**src/rtl/signal_pending_mask_delivery_defines.svh**
```systemverilog
// ----------------------------------------------------------------------------
// Assertion macros for the signal pending and delivery block.
// Each macro expands to one labelled concurrent assertion with a reset guard.
// ----------------------------------------------------------------------------
`ifndef SIGNAL_PENDING_MASK_DELIVERY_DEFINES_SVH
`define SIGNAL_PENDING_MASK_DELIVERY_DEFINES_SVH

// Same-cycle implication, disabled while reset is asserted.
`define SPMD_ASSERT_IMP(label, clk, rst_n, ante, cons, msg) \
  label: assert property (@(posedge clk) disable iff (!rst_n) (ante) |-> (cons)) \
    else $error(msg);

// Next-cycle implication, disabled while reset is asserted.
`define SPMD_ASSERT_NXT(label, clk, rst_n, ante, cons, msg) \
  label: assert property (@(posedge clk) disable iff (!rst_n) (ante) |=> (cons)) \
    else $error(msg);

`endif

```
**src/rtl/spmd_pkg.sv**
```systemverilog
// ----------------------------------------------------------------------------
// spmd_pkg
// Types, codes and helper functions shared by the signal pending and
// delivery block.
// ----------------------------------------------------------------------------
package spmd_pkg;

  // Request kinds.
  localparam logic [2:0] K_SET     = 3'd0;
  localparam logic [2:0] K_HOST    = 3'd1;
  localparam logic [2:0] K_RAISE   = 3'd2;
  localparam logic [2:0] K_PICK    = 3'd3;
  localparam logic [2:0] K_RESTORE = 3'd4;

  // Handler kinds.
  localparam logic [1:0] HK_DEFAULT = 2'd0;
  localparam logic [1:0] HK_IGNORE  = 2'd1;

  // Result events.
  localparam logic [1:0] EV_NONE    = 2'd0;
  localparam logic [1:0] EV_DELIVER = 2'd1;
  localparam logic [1:0] EV_TERM    = 2'd2;
  localparam logic [1:0] EV_NOTIFY  = 2'd3;

  // Signals whose default action is to do nothing.
  localparam logic [6:0] SIG_CHLD  = 7'd17;
  localparam logic [6:0] SIG_CONT  = 7'd18;
  localparam logic [6:0] SIG_URG   = 7'd23;
  localparam logic [6:0] SIG_WINCH = 7'd28;

  localparam logic [7:0] EXIT_BASE = 8'd128;

  // Host to guest renumbering for host signals below 32.
  localparam logic [4:0] HOST_MAP [32] = '{
    5'd0,  5'd1,  5'd2,  5'd3,  5'd4,  5'd5,  5'd6,  5'd7,
    5'd8,  5'd9,  5'd7,  5'd11, 5'd31, 5'd13, 5'd14, 5'd15,
    5'd23, 5'd19, 5'd20, 5'd18, 5'd17, 5'd21, 5'd22, 5'd29,
    5'd24, 5'd25, 5'd26, 5'd27, 5'd28, 5'd29, 5'd10, 5'd12
  };

  typedef struct packed {
    logic [2:0]  kind;
    logic [6:0]  signo;
    logic [1:0]  handler_kind;
    logic        nodefer;
    logic [63:0] mask_value;
  } in_word_t;

  typedef struct packed {
    logic [1:0]  event_res;
    logic [6:0]  out_signo;
    logic [7:0]  term_code;
    logic [63:0] blocked_now;
  } out_word_t;

  // One action table entry.
  typedef struct packed {
    logic [1:0]  handler_kind;
    logic        nodefer;
    logic [63:0] mask;
  } act_entry_t;

  // Result of the lowest-signal search.
  typedef struct packed {
    logic        found;
    logic [6:0]  signo;
    logic [63:0] onehot;
    logic [63:0] lowmask;
  } pick_t;

  // Guest number for a host signal number.
  function automatic logic [6:0] host_to_guest(input logic [6:0] s);
    logic [6:0] g;
    if (s < 7'd32) begin
      g = {2'b00, HOST_MAP[s[4:0]]};
    end else begin
      g = s;
    end
    return g;
  endfunction

  // Mask bit owned by signal s (bit s minus one).
  function automatic logic [63:0] sig_bit(input logic [6:0] s);
    logic [5:0] sh;
    sh = 6'(s - 7'd1);
    return 64'd1 << sh;
  endfunction

endpackage

```
**src/rtl/spmd_act_mem.sv**
```systemverilog
// ----------------------------------------------------------------------------
// spmd_act_mem
// Per-signal action table: one write port, one registered read port, and a
// valid bit per entry so that unwritten entries read as the default action.
// ----------------------------------------------------------------------------
module spmd_act_mem #(
  parameter int NUM_SIGNALS = 64,
  localparam int AW = $clog2(NUM_SIGNALS)
) (
  input  logic                clk,
  input  logic                rst_n,
  input  logic                we,
  input  logic [AW-1:0]       waddr,
  input  spmd_pkg::act_entry_t wdata,
  input  logic                re,
  input  logic [AW-1:0]       raddr,
  output spmd_pkg::act_entry_t rdata
);
  import spmd_pkg::*;

  act_entry_t             mem [NUM_SIGNALS];
  logic [NUM_SIGNALS-1:0] valid_r;
  act_entry_t             rd_data_r;
  logic                   rd_valid_r;

  // Storage array: write and registered read.
  always_ff @(posedge clk) begin
    if (we) begin
      mem[waddr] <= wdata;
    end
    if (re) begin
      rd_data_r <= mem[raddr];
    end
  end

  // Valid bits, cleared together at reset.
  always_ff @(posedge clk) begin
    if (!rst_n) begin
      valid_r    <= '0;
      rd_valid_r <= 1'b0;
    end else begin
      if (we) begin
        valid_r[waddr] <= 1'b1;
      end
      if (re) begin
        rd_valid_r <= valid_r[raddr];
      end
    end
  end

  // An entry never written reads as the default action with an empty mask.
  assign rdata = rd_valid_r ? rd_data_r : '0;

endmodule

```
**config.mk**
```make
export PLATFORM = sky130hd
export DESIGN_NAME = spmd_act_mem
export DESIGN_NICKNAME = d
export VERILOG_FILES = /design/src/rtl/signal_pending_mask_delivery_defines.svh /design/src/rtl/spmd_pkg.sv /design/src/rtl/spmd_act_mem.sv
export SDC_FILE = /design/constraint.sdc
export NUM_CORES = 2
export LEC_CHECK = 0
export ABC_AREA = 0
export BUFFER_PORTS_ARGS = -buffer_cell sky130_fd_sc_hd__buf_2
export CAP_MARGIN = 5
export CORE_AREA = 2 2 581 583
export CTS_BUF_LIST = sky130_fd_sc_hd__clkbuf_2
export CTS_CLUSTER_DIAMETER = 40
export DETAILED_ROUTE_END_ITERATION = 6
export DIE_AREA = 0 0 583 585
export PLACE_DENSITY = 0.65
export REMOVE_ABC_BUFFERS = 1
export SETUP_SLACK_MARGIN = 0.3
export SLEW_MARGIN = 5
export SYNTH_ARGS = -nofsm -noshare
export SYNTH_HDL_FRONTEND = slang
export SYNTH_MEMORY_MAX_BITS = 65536
export SYNTH_SLANG_ARGS = --single-unit
```
**constraint.sdc**
```tcl
create_clock -name clk -period 14.2 [get_ports clk]
set_input_delay 2.13 -clock clk [delete_from_list [all_inputs] [get_ports clk]]
set_output_delay 2.13 -clock clk [all_outputs]
set_load 0.005 [all_outputs]
```
# After elaboration in Yosys (flattened, before gate mapping)
# Memories as Yosys holds them, arrays and structs flattened. A register that Yosys moved wholly into a read port is not among the register bits.
# Index checks and enable logic that the tools add are counted.
# W data, S select, Z words.
dict set report word_totals {
  romBits 0
  ff_bits 65
  latchBits 0
  ramBits 4288
  word_cells 15
  input_bits 83
  memories 1
  out_inout_bits 67
}
dict set report op_classes {
  bitwise 1
  n_reduce_logical 1
  n_eq_ne 0
  mul 0
  n_lt_le_gt_ge 3
  add_sub_neg 0
  shifts 0
  n_mux 7
  n_div 0
}
# name depth word_bits read_ports rd_ports_with_merged_regs wr line
set mem_list {}
lappend mem_list {mem 64 67 1 1 1 spmd_act_mem.sv:21} ;# act_entry_t mem [NUM_SIGNALS];
# cell count
set op_table {}
lappend op_table {{$mux W67} 1}
lappend op_table {{$or A64 B64 Y64} 1}
lappend op_table {{$lt A6 B7 Y1 const B} 2}
lappend op_table {{$bmux W1 S6} 1}
lappend op_table {{$demux W1 S6} 1}
lappend op_table {{$ge A6 B1 Y1 const B} 1}
lappend op_table {{$mux W1} 4}
lappend op_table {{$logic_and A1 B1 Y1} 1}

# Longest topological paths before layout
dict set report logic_depth {
  ltp_word 5
  depth_mapped 9
  mapped_depth_nobuf 5
}

# Worst setup path after synthesis
# Ideal clock, no wire load.
dict set report synth_timing {
  kind {input to register}
  startpoint {input port we}
  endpoint {memory mem[40][0] (netlist name), enable pin}
  arrival_ns 7.211
  setup_ns 0.577
  required_time_ns 13.623
  stages 3
  setup_slack_ns 6.412
  n_path_buf 0
  cell_sequence {nor2b_1 > nand3_1 > nor3_1}
}
dict set report synth_via {
  elab_chain_cells 2
}
# item line
set synth_rtl {}
lappend synth_rtl {{start: declaration} spmd_act_mem.sv:12} ;# input logic we,
lappend synth_rtl {{$mux W1} spmd_act_mem.sv:28} ;# if (we) begin
lappend synth_rtl {{$mux W1 (not written as such)} spmd_act_mem.sv:29} ;# mem[waddr] <= wdata;
lappend synth_rtl {{end: declaration} spmd_act_mem.sv:21}
# No other way between the ends.

==> impl_metrics.env <==
export IMPL_hold_violations=0
export IMPL_final_cells=12700
export IMPL_cts_resized=0
export IMPL_remaining_drc_errors=0
export IMPL_area_delta_synth_final_pct=9.88
export IMPL_ys_flop_type="edfxtp_1"
export IMPL_slew_violations=0
export IMPL_path_clk_slew_ns=0.10
export IMPL_finalSetupViolations=0
export IMPL_dp_hpwl_um=219000
export IMPL_grt_max_degree=143
export IMPL_grt_pass1_wl_um=628000
export IMPL_drive_above_1_share=0.423
export IMPL_min_period_over_period=0.465
export IMPL_cts_buffers=1163
export IMPL_crit_path_end_kind="output port"
export IMPL_synth_top_area_frac=0.783
export IMPL_ys_ff_latch=4420
export IMPL_synth_fa_ha_area_frac=0
export IMPL_synth_compound_area_frac=0.00349
export IMPL_fmax_mhz=151
export IMPL_ys_top_cells_by_count="edfxtp_1, mux4_2, clkbuf_1"
export IMPL_synth_top_cells_by_area="edfxtp_1, mux4_2, dfxtp_1"
export IMPL_synth_cells=6440
export IMPL_place_inst=10900
export IMPL_postSynthAreaPerCell_um2=25.9
export IMPL_drt_antenna_violating_nets=0
export IMPL_hold_buffers=0
export IMPL_relSlewSlack=0.140
export IMPL_synth_most_common_cell="edfxtp_1"
export IMPL_hold_end="valid_r[6]"
export IMPL_power_density_nw_per_um2=129
export IMPL_rows=213
export IMPL_synth_xor_area_frac=0
export IMPL_nFillCells=25200
export IMPL_tightest_slew_ns=1.29
export IMPL_status="finished clean"
export IMPL_place_congestion=0.776
export IMPL_clk_latency_ns=2.29
export IMPL_maxCapViolations=0
export IMPL_final_nets=7703
export IMPL_multi_input_area_um2=34000
export IMPL_drtPass1Iterations=5
export IMPL_clk_path_buf_depth=5
export IMPL_cts_root_buf="clkbuf_2"
export IMPL_holdPathStages=1
export IMPL_start_util=0.498
export IMPL_port_buffers=149
export IMPL_finalClockSkew_ns=0.196
export IMPL_hold_start="valid_r[6]"
export IMPL_grt_pass1_vias=83200
export IMPL_yosysSeqAreaShare=0.791
export IMPL_critical_path_class="flip-flop to output port"
export IMPL_groute_usage_overall=0.270
export IMPL_synth_area_um2=167000
export IMPL_antenna_found_initial=38
export IMPL_r2r_start="mem[52][15]"
export IMPL_cellLeakagePower_nw=58.5
export IMPL_ioPinCount=150
export IMPL_yosys_area_top_type="edfxtp_1"
export IMPL_grt_overflow=0
export IMPL_viasPerCell=6.36
export IMPL_r2r_slack_ns=11.90
export IMPL_synth_edf_count=4355
export IMPL_synth_top_family_by_area="multiplexers"
export IMPL_place_ws_ns=7.26
export IMPL_regArea_um2=132000
export IMPL_first_iter_violations=11600
export IMPL_reg2reg_depth=3
export IMPL_setup_ws_ns=7.59
export IMPL_cts_sinks=4420
export IMPL_yosysWarnings=0
export IMPL_cts_setup_buffers=0
export IMPL_die_area_um2=341000
export IMPL_die_x_um=583
export IMPL_crit_path_max_fanout=40
export IMPL_tns_ns=0
export IMPL_cts_tree="built"
export IMPL_totalWireLength_um=452000
export IMPL_async_flop_share=0
export IMPL_hp_class="flip-flop to flip-flop"
export IMPL_ir_worst_vdd_mv=0.0884
export IMPL_critPathLaunchType="flip-flop"
export IMPL_yosys_cell_types_count=31
export IMPL_period_needed_ns=6.61
export IMPL_synthMuxAreaShare=0.192
export IMPL_core_um2=335000
export IMPL_rsz0062_at_grt="false"
export IMPL_reg2reg_to="rd_data_r[15]"
export IMPL_crit_required_ns=12.07
export IMPL_vias=81100
export IMPL_yosys_area_share_simple=0.00548
export IMPL_wl_per_cell_um=35.5
export IMPL_die_h_um=585
export IMPL_h_tree_depth=7
export IMPL_arrival_ns=4.48
state kept, by name, indices dropped and copies added (netlist names):
signal      cells
rd_valid_r      1
valid_r        64
mem          4288
rd_data_r      67
kinds of logic after synthesis:
kind of cell	Yosys count
flip-flops	4420
AND/OR/NAND/NOR	175
buffers and inverters	340
AO/OA/AOI/OAI	78
multiplexers	1427
cell type report:
class / instances / area share
antenna: 44 / 0.000600
clock buffer: 1602 / 0.0437
clock inverter: 240 / 0.00659
multi-input combinational: 1680 / 0.185
sequential: 4420 / 0.720
tap: 4407 / 0.0300
timing repair buffer: 355 / 0.0140
worst max path at each step:
stage                    end  startpoint  cells past startpoint
2_1_floorplan     mem[40][0]          we                      3
3_3_place_gp   rd_data_r[23]    raddr[0]                      7
3_5_place_dp   rd_data_r[23]    raddr[0]                      7
4_1_cts            rdata[24]  rd_valid_r                      3
5_1_grt            rdata[24]  rd_valid_r                      3
6_report           rdata[24]  rd_valid_r                      3
worst max-delay path, stage by stage (launching register included):
cell,delay (ns)
dfxtp_4,0.85
buf_4,0.72
and2_1,0.43
buf_2,0.18
power by group:
group | switching [mW] | leakage [nW] | internal [mW] | total, mW
Combinational | 0.644 | 11.5 | 0.495 | 1.14
Clock | 4.91 | 7.26 | 3.16 | 8.07
Sequential | 0.0395 | 39.8 | 14.4 | 14.5
stage by stage:
stage / power (mW) / util / area, µm² / hold slack [ns]
after floorplan: 15.3 / - / 166000 / 0.435
after global placement: 15.9 / 0.519 / 174000 / 0.441
after detailed placement: 15.9 / 0.519 / 174000 / 0.449
after CTS: 23.9 / 0.547 / 183000 / 0.189
after global routing: 24.6 / 0.547 / 183000 / 0.257
final: 23.7 / 0.547 / 184000 / 0.469
layout by cell type (no fill, tap or decap), types with 3 or more instances in the layout:
cell type / n
edfxtp_1: 4355
clkbuf_2: 1602
mux4_2: 1419
buf_4: 190
clkinv_1: 176
buf_2: 142
and2_1: 67
o21a_1: 64
dfxtp_1: 64
nor2_4: 60
diode_2: 44
clkinv_2: 23
inv_2: 22
buf_12: 17
nand3_1: 10
bufinv_16: 9
nor2b_1: 7
nand2b_1: 7
mux2i_1: 6
clkinvlp_4: 6
nand2_1: 5
nor3_2: 4
a21oi_1: 4
clkinv_4: 4
buf_8: 4
nand4_1: 3
nor2_1: 3
and3b_1: 3
metal layers:
layer / wire, µm / track usage / vias up / share of wire
met5: 34 / 0 / - / 0.000075
met4: 12400 / 0.105 / 6 / 0.027
met3: 46900 / 0.0629 / 726 / 0.10
met2: 223000 / 0.427 / 5036 / 0.49
met1: 170000 / 0.370 / 44000 / 0.38
li1: - / - / 31300 / -
No activity file was read; power rests on OpenSTA's default activity.
