[src/rtl/signal_pending_mask_delivery_defines.svh]
// ----------------------------------------------------------------------------
// Assertion macros for the signal pending and delivery block.
// Each macro expands to one labelled concurrent assertion with a reset guard.
// ----------------------------------------------------------------------------
`ifndef SIGNAL_PENDING_MASK_DELIVERY_DEFINES_SVH
`define SIGNAL_PENDING_MASK_DELIVERY_DEFINES_SVH

// Same-cycle implication, disabled while reset is asserted.
`define SPMD_ASSERT_IMP(label, clk, rst_n, ante, cons, msg) \
  label: assert property (@(posedge clk) disable iff (!rst_n) (ante) |-> (cons)) \
    else $error(msg);

// Next-cycle implication, disabled while reset is asserted.
`define SPMD_ASSERT_NXT(label, clk, rst_n, ante, cons, msg) \
  label: assert property (@(posedge clk) disable iff (!rst_n) (ante) |=> (cons)) \
    else $error(msg);

`endif

[src/rtl/spmd_pkg.sv]
// ----------------------------------------------------------------------------
// spmd_pkg
// Types, codes and helper functions shared by the signal pending and
// delivery block.
// ----------------------------------------------------------------------------
package spmd_pkg;

  // Request kinds.
  localparam logic [2:0] K_SET     = 3'd0;
  localparam logic [2:0] K_HOST    = 3'd1;
  localparam logic [2:0] K_RAISE   = 3'd2;
  localparam logic [2:0] K_PICK    = 3'd3;
  localparam logic [2:0] K_RESTORE = 3'd4;

  // Handler kinds.
  localparam logic [1:0] HK_DEFAULT = 2'd0;
  localparam logic [1:0] HK_IGNORE  = 2'd1;

  // Result events.
  localparam logic [1:0] EV_NONE    = 2'd0;
  localparam logic [1:0] EV_DELIVER = 2'd1;
  localparam logic [1:0] EV_TERM    = 2'd2;
  localparam logic [1:0] EV_NOTIFY  = 2'd3;

  // Signals whose default action is to do nothing.
  localparam logic [6:0] SIG_CHLD  = 7'd17;
  localparam logic [6:0] SIG_CONT  = 7'd18;
  localparam logic [6:0] SIG_URG   = 7'd23;
  localparam logic [6:0] SIG_WINCH = 7'd28;

  localparam logic [7:0] EXIT_BASE = 8'd128;

  // Host to guest renumbering for host signals below 32.
  localparam logic [4:0] HOST_MAP [32] = '{
    5'd0,  5'd1,  5'd2,  5'd3,  5'd4,  5'd5,  5'd6,  5'd7,
    5'd8,  5'd9,  5'd7,  5'd11, 5'd31, 5'd13, 5'd14, 5'd15,
    5'd23, 5'd19, 5'd20, 5'd18, 5'd17, 5'd21, 5'd22, 5'd29,
    5'd24, 5'd25, 5'd26, 5'd27, 5'd28, 5'd29, 5'd10, 5'd12
  };

  typedef struct packed {
    logic [2:0]  kind;
    logic [6:0]  signo;
    logic [1:0]  handler_kind;
    logic        nodefer;
    logic [63:0] mask_value;
  } in_word_t;

  typedef struct packed {
    logic [1:0]  event_res;
    logic [6:0]  out_signo;
    logic [7:0]  term_code;
    logic [63:0] blocked_now;
  } out_word_t;

  // One action table entry.
  typedef struct packed {
    logic [1:0]  handler_kind;
    logic        nodefer;
    logic [63:0] mask;
  } act_entry_t;

  // Result of the lowest-signal search.
  typedef struct packed {
    logic        found;
    logic [6:0]  signo;
    logic [63:0] onehot;
    logic [63:0] lowmask;
  } pick_t;

  // Guest number for a host signal number.
  function automatic logic [6:0] host_to_guest(input logic [6:0] s);
    logic [6:0] g;
    if (s < 7'd32) begin
      g = {2'b00, HOST_MAP[s[4:0]]};
    end else begin
      g = s;
    end
    return g;
  endfunction

  // Mask bit owned by signal s (bit s minus one).
  function automatic logic [63:0] sig_bit(input logic [6:0] s);
    logic [5:0] sh;
    sh = 6'(s - 7'd1);
    return 64'd1 << sh;
  endfunction

endpackage

[src/rtl/spmd_pick.sv]
// ----------------------------------------------------------------------------
// spmd_pick
// Finds the lowest pending, unblocked signal with a custom handler and the
// range of lower signals that a delivery check drops.
// ----------------------------------------------------------------------------
module spmd_pick #(
  parameter int NUM_SIGNALS = 64
) (
  input  logic [63:0]     pending,
  input  logic [63:0]     blocked,
  input  logic [63:0]     custom,
  output spmd_pkg::pick_t pick
);
  import spmd_pkg::*;

  localparam logic [63:0] SIG_LIMIT = {64{1'b1}} >> (64 - NUM_SIGNALS);

  logic [63:0] cand;
  logic [63:0] onehot;
  logic [6:0]  idx;

  // Isolate the lowest candidate bit.
  assign cand   = pending & ~blocked & custom & SIG_LIMIT;
  assign onehot = cand & (~cand + 64'd1);

  // Encode the one-hot bit into a signal number.
  always_comb begin
    idx = '0;
    for (int i = 0; i < 64; i++) begin
      if (onehot[i]) begin
        idx = idx | 7'(i + 1);
      end
    end
  end

  // The mask covers the chosen bit and all below it; with no candidate it
  // covers every bit.
  always_comb begin
    pick.found   = |cand;
    pick.signo   = idx;
    pick.onehot  = onehot;
    pick.lowmask = onehot | (onehot - 64'd1);
  end

endmodule

[config.mk]
export PLATFORM = sky130hd
export DESIGN_NAME = spmd_pick
export DESIGN_NICKNAME = d
export VERILOG_FILES = /design/src/rtl/signal_pending_mask_delivery_defines.svh /design/src/rtl/spmd_pkg.sv /design/src/rtl/spmd_pick.sv
export SDC_FILE = /design/constraint.sdc
export NUM_CORES = 1
export LEC_CHECK = 0
export ABC_AREA = 1
export BUFFER_PORTS_ARGS = -buffer_cell sky130_fd_sc_hd__buf_2
export CORE_AREA = 4 4 127 129
export DETAILED_ROUTE_END_ITERATION = 8
export DIE_AREA = 0 0 131 133
export PLACE_DENSITY_LB_ADDON = 0.1
export SYNTH_ARGS = -nofsm -noshare
export SYNTH_HDL_FRONTEND = slang
export SYNTH_SLANG_ARGS = --single-unit
[constraint.sdc]
create_clock -name vclk -period 1.5
set_input_delay 0.15 -clock vclk [all_inputs]
set_output_delay 0.15 -clock vclk [all_outputs]
set_load 0.005 [all_outputs]
Yosys cells after proc, flatten, opt, wreduce, memory -nomap -nowiden
Index checks and enable logic that the tools add are counted. W data, S select, Z words.

Muxes and demuxes: 64. Reductions and logical operators: 1. Add/subtract/negate cells: 2. Bitwise logic cells: 6.

Operators with widths (number): $and A64 B64 Y64 (3); $mux W6 (32); $not A64 Y64 (2); $mux W5 (16); $add A64 B1 Y64 const B (1); $or A64 B64 Y64 (1); $reduce_or A64 Y1 (1); $sub A64 B1 Y64 const B (1); $mux W4 (8); $mux W3 (4); $mux W7 (1); $mux W2 (2); $mux W1 (1).

Output and inout port bits: 136. Register bits: 0. Input bits: 192. Word-level logic and storage cells: 73.

Logic depth before layout (Yosys ltp)
Gate-level depths: netlist of run 1.

Depth in word-level cells: 70. Depth in mapped cells: 14. Depth with buffers taken out: 14.

Worst setup path before layout of run 1
No wires, ideal clock.

Kind: input -> output. From: input blocked[1]. To: output pick[134] (netlist bit). Required time: 1350 ps. Slack: -25 ps. Arrival time: 1375 ps. Buffers on the path: 1. Stages: 9. Cell sequence: inv_1 nand3_1 nand2_4 nor2_4 nand2_2 nor2_4 nand3_1 nor4_1 buf_4.

RTL lines: from (decl) (RTL line spmd_pick.sv:10) `input logic [63:0] blocked,`; to (decl) (RTL line spmd_pick.sv:12) `output spmd_pkg::pick_t pick`.

==> impl_metrics.tcl, run 1 <==
set metrics [dict create \
    status "complete, but fails checks" \
    violations "setup timing" \
    ff_latch_area_um2 0 \
    maxSlewViolCount 0 \
    fin_tns_setup_ns -30.04 \
    yosysWarnings 0 \
    fmax_ghz 0.460 \
    drive_above_1_share_pct 69.5 \
    grt_pass1_wl_um 41900 \
    io_buffers 327 \
    dieArea_um2 17400 \
    n_sequential_cell 0 \
    min-delay-start "blocked[0]" \
    synth_cell_types 24 \
    vias_per_cell 4.89 \
    start_util_pct 27.7 \
    drc 0 \
    grt-ovfl-total 0 \
    clkbuf_count 0 \
    via_count 8850 \
    cap_violations 0 \
    power_density_nw_per_um2 309 \
    grt_max_degree 9 \
    dpl_worst_slack_ns -0.721 \
    row_count 45 \
    synth_cells 935 \
    fin_nets 1817 \
    hold_buffers 0 \
    antenna_found_initial 0 \
    yosysSeqAreaShare_pct 0 \
    post_drt_wl_per_cell_um 17.4 \
    max-vdd-ir-drop_uv 163 \
    final_core_util_pct 79.1 \
    critPathArrivalTime_ns 2.03 \
    setup_viol 112 \
    min_period_ns 2.18 \
    crit_required_ns 1.35 \
    synth.cell_area_um2 4160 \
    die_h_um 133 \
    antenna_cells 0 \
    syn_area_per_cell_um2 4.45 \
    fill_cells 1112 \
    dp.cells 1733 \
    synth_top_area_cell "nand2_1" \
    die-width_um 131 \
    multi_input_area_um2 5360 \
    core_area_um2 15000 \
    fin_crit_sh_pct 145 \
    min_delay_path_depth 4 \
    routed_wirelength_um 31600 \
    dp_hpwl_um 23900 \
    fin_ws_ns -0.675 \
    worst_setup_path_end_kind "output port" \
    ant_nets 0 \
    cp-start-kind "input port" \
    routabilityCongestion 0.966 \
    drtIter0Drc 430 \
    crit_fanout 4 \
    grtUsageTotal_pct 30.6 \
    min_to "pick[64]" \
    hold_class "in -> out" \
    hold_violations 0 \
    synth_nets 1127 \
    synth_area_leaders "nand2_1 (27%), nor2_1 (25%), inv_1 (14%)" \
    syn2layout_area_growth_pct 186 \
    instances_no_fill 1811 \
    crit_type "in -> out" \
    io_pins 328 \
    p_leak_nw 6.89 \
    yosys.area.top_type_share_pct 26.5 \
    grt_pass1_vias 8393 \
    hold-worst-slack_ns 0.659 \
    first_pass_iters 4 \
    rsz0062_at_grt "yes" \
]
## where the power goes
| group | internal (mW) | switching (mW) |
|---|---|---|
| logic | 1.74 | 1.94 |
| clock network | 0 | 0 |
| registers | 0 | 0 |
## Yosys cell counts
master / instances
and2_2: 1
and3_1: 3
buf_4: 2
conb_1: 1
inv_1: 159
inv_2: 1
nand2_1: 294
nand2_2: 9
nand2_4: 4
nand3_1: 79
nand3_2: 3
nand3_4: 4
nand3b_1: 22
nand3b_4: 2
nand4_1: 24
nor2_1: 273
nor2_2: 13
nor2_4: 14
nor2_8: 2
nor3_1: 11
nor3_2: 2
nor4_1: 9
nor4_2: 1
o21ai_0: 2
## routing by layer
metal	vias to the layer above	global-route usage, %	share of wire [%]
li1	4255	-	-
met4	0	9.31	4.8
met3	106	4.28	7.8
met1	4081	35.8	36
met5	-	0	0
met2	408	56.2	51
## metrics by stage
| step | total power [mW] | instance area [µm²] |
|---|---|---|
| after floorplan | 0.959 | 4170 |
| after global placement | 2.36 | 8200 |
| after detailed placement | 2.37 | 8200 |
| after CTS | 3.01 | 10200 |
| after global routing | 3.89 | 11900 |
| final | 3.68 | 11900 |
## cell usage in the layout, fill, tap and decap left out
master,n
nand3_1,33
and2_4,1
nand3b_1,22
nor3_2,5
nor2_1,142
nand3_2,34
nand2_8,1
nor2_8,2
nor3_4,4
nor4_2,2
nor2_4,95
buf_8,4
conb_1,1
and3_4,1
nand2_4,50
nand3_4,19
buf_4,238
nand2_1,174
and3_1,2
inv_4,10
o21ai_0,2
nand2_2,82
inv_1,91
buf_2,206
nor2_2,63
buf_12,7
inv_2,58
clkinv_8,1
nor4_4,8
nor3_1,4
nand4_1,24
buf_6,235
nand3b_4,2
## kinds of logic (layout without fill, tap and decap cells)
group                  after synthesis  in the layout  share of synthesized area [%]
AND/OR/NAND/NOR                    770            770                           84.9
buffers and inverters              162            850                           14.8
other                                1              1                         0.0902
AO/OA/AOI/OAI                        2              2                          0.241
## worst max path at each step
| stage | start | endpoint | slack (ns) | cells after the start |
|---|---|---|---|---|
| finish | blocked[8] | pick[131] | -0.68 | 16 |
| global route | pending[10] | pick[132] | -0.78 | 14 |
| global placement | pending[10] | pick[133] | -0.69 | 15 |
| CTS | custom[2] | pick[128] | -0.51 | 14 |
| floorplan | custom[9] | pick[132] | 0.004 | 13 |
| detailed placement | pending[10] | pick[133] | -0.72 | 15 |
## layout make-up
cell class,count,share of cell area (%)
multi-input cells,773,45.0
inverters,160,5.37
well taps,188,1.98
repair buffers,690,47.6
## timing repair
action | CTS | global route
setup endpoints to repair | 112 | 115
pin swaps | 87 | 126
gates cloned | 0 | 0
resized for setup | 455 | 364
buffers inserted | 54 | 66
## worst max-delay path, stage by stage
cell	delay, ns
buf_2	0.11
nand3b_1	0.22
nand2_2	0.12
buf_4	0.17
nor2_4	0.14
nand2_2	0.09
nor2_4	0.23
nand2_4	0.12
nor2_4	0.11
nand2_1	0.09
nand2_4	0.09
nor2_1	0.05
nand2_1	0.05
nor2_1	0.05
nand2_1	0.10
buf_2	0.12
No activity file was read; power rests on OpenSTA's default activity.
==> run 2, diff against run 1 <==
- GPL_TIMING_DRIVEN: not set -> 0
==> run 2 against run 1 <==
Compared with the run above: highest routed layer unchanged; core utilization shrank 25 points; the run still ends with setup timing left; critical endpoint unchanged; wire length shrank 18%; global-route usage shrank 4.1 points.
==> impl_metrics.tcl, run 2 (synthesized netlist as in run 1, its figures left out) <==
set metrics [dict create \
    row_count 45 \
    worst_setup_path_end_kind "output port" \
    drc 0 \
    core_area_um2 15000 \
    hold_violations 0 \
    crit_type "in -> out" \
    io_pins 328 \
    crit_required_ns 1.35 \
    drive_above_1_share_pct 53.5 \
    critPathArrivalTime_ns 1.93 \
    cap_violations 0 \
    vias_per_cell 4.83 \
    cpPeakStageDelay_ns 0.24 \
    cp_num_buf_inv 2 \
    start_util_pct 27.7 \
    n_sequential_cell 0 \
    crit_family "simple AND/OR/NAND/NOR gates" \
    crit_chain "buf_6, nand3b_1, nand2_2, nor2_4, nand2_2, nor2_4, nand2_4, nor2_4, nand2_2, nand2_1, nor2_1, nand2_1, nor2_1, nand2_1, buf_2" \
    cpMaxStageDelayCell "nor2_4" \
    grt_max_degree 9 \
    dp_hpwl_um 22400 \
    rsz0062_at_grt "yes" \
    drtIter0Drc 249 \
    grt-ovfl-total 0 \
    hold-worst-slack_ns 0.569 \
    grt_pass1_wl_um 35900 \
    status "complete, but fails checks" \
    io_buffers 327 \
    ff_latch_area_um2 0 \
    fmax_ghz 0.480 \
    die_h_um 133 \
    dieArea_um2 17400 \
    routed_wirelength_um 25800 \
    grt_pass1_vias 6902 \
    routabilityCongestion 0.971 \
    clkbuf_count 0 \
    multi_input_area_um2 4730 \
    first_pass_iters 5 \
    mostFrequentLayoutCell "buf_2" \
    min_period_ns 2.08 \
    via_count 7360 \
    max-vdd-ir-drop_uv 113 \
    fin_crit_sh_pct 139 \
    post_drt_wl_per_cell_um 16.9 \
    grtUsageTotal_pct 26.5 \
    antenna_cells 0 \
    hold_class "in -> out" \
    final_core_util_pct 53.7 \
    cp-start-kind "input port" \
    syn2layout_area_growth_pct 94.0 \
    hold_buffers 0 \
    p_leak_nw 5.10 \
    crit_fanout 5 \
    violations "setup timing" \
    fill_cells 1699 \
    power_density_nw_per_um2 312 \
    fin_nets 1529 \
    setup_viol 96 \
    antenna_found_initial 0 \
    ant_nets 0 \
    fin_ws_ns -0.583 \
    die-width_um 131 \
    maxSlewViolCount 0 \
    most-common-layout-cells "buf_2 (295), nand2_1 (220), nor2_1 (161)" \
]
run 2: changes by cell type in the layout (fill, tap and decap cells not counted), moves of 8 or more:
cell / previous run / this run
buf_4: 238 / 55
nand2_4: 50 / 19
buf_2: 206 / 295
nand3_1: 33 / 50
buf_6: 235 / 50
nand3_2: 34 / 22
nand2_2: 82 / 67
inv_1: 91 / 132
nor2_1: 142 / 161
inv_2: 58 / 26
nand2_1: 174 / 220
nor2_4: 95 / 71
inv_4: 10 / 2
run 2: routing by layer:
metal  up-vias  global-route usage, %  wire length [µm]
met5         -                      0                 0
met4         0                   4.29               488
met3        38                   4.44              1930
met2       304                   49.5             13100
met1      3338                   31.5             10200
li1       3680                      -                 -
run 2: area by class of cell:
type                       instances  area share (%)
buffer                             2           0.186
tap                              188            2.92
timing repair buffer             400            30.7
multi-input combinational        773            58.7
inverter                         160            7.51
run 2: final timing paths:
path        start   endpoint  slack (ns)  cells after the start
max   pending[10]  pick[131]       -0.58                     15
min    blocked[0]   pick[64]        0.57                      3
run 2: stage by stage:
step | instance area [µm²] | setup WS (ns) | total power, mW | instances | setup TNS, ns
final | 8070 | -0.583 | 2.51 | 1523 | -15.70
after global routing | 8070 | -0.639 | 2.70 | 1523 | -20.86
after CTS | 7050 | -0.495 | 2.12 | 1487 | -11.74
after detailed placement | 6040 | -0.787 | 1.72 | 1450 | -28.80
after global placement | 6040 | -0.809 | 1.72 | 1450 | -29.03
after floorplan | 4170 | 0.00439 | 0.959 | 935 | 0
run 2: power breakdown:
part	switching [mW]	internal, mW
registers	0	0
clock network	0	0
logic	1.54	0.976
run 2: timing repair:
action                                 in CTS  in global routing
setup buffers                              37                 37
endpoints found under the hold margin       0                  0
pin swaps                                  46                 58
setup endpoints to repair                 107                109
gates resized for setup                   203                198
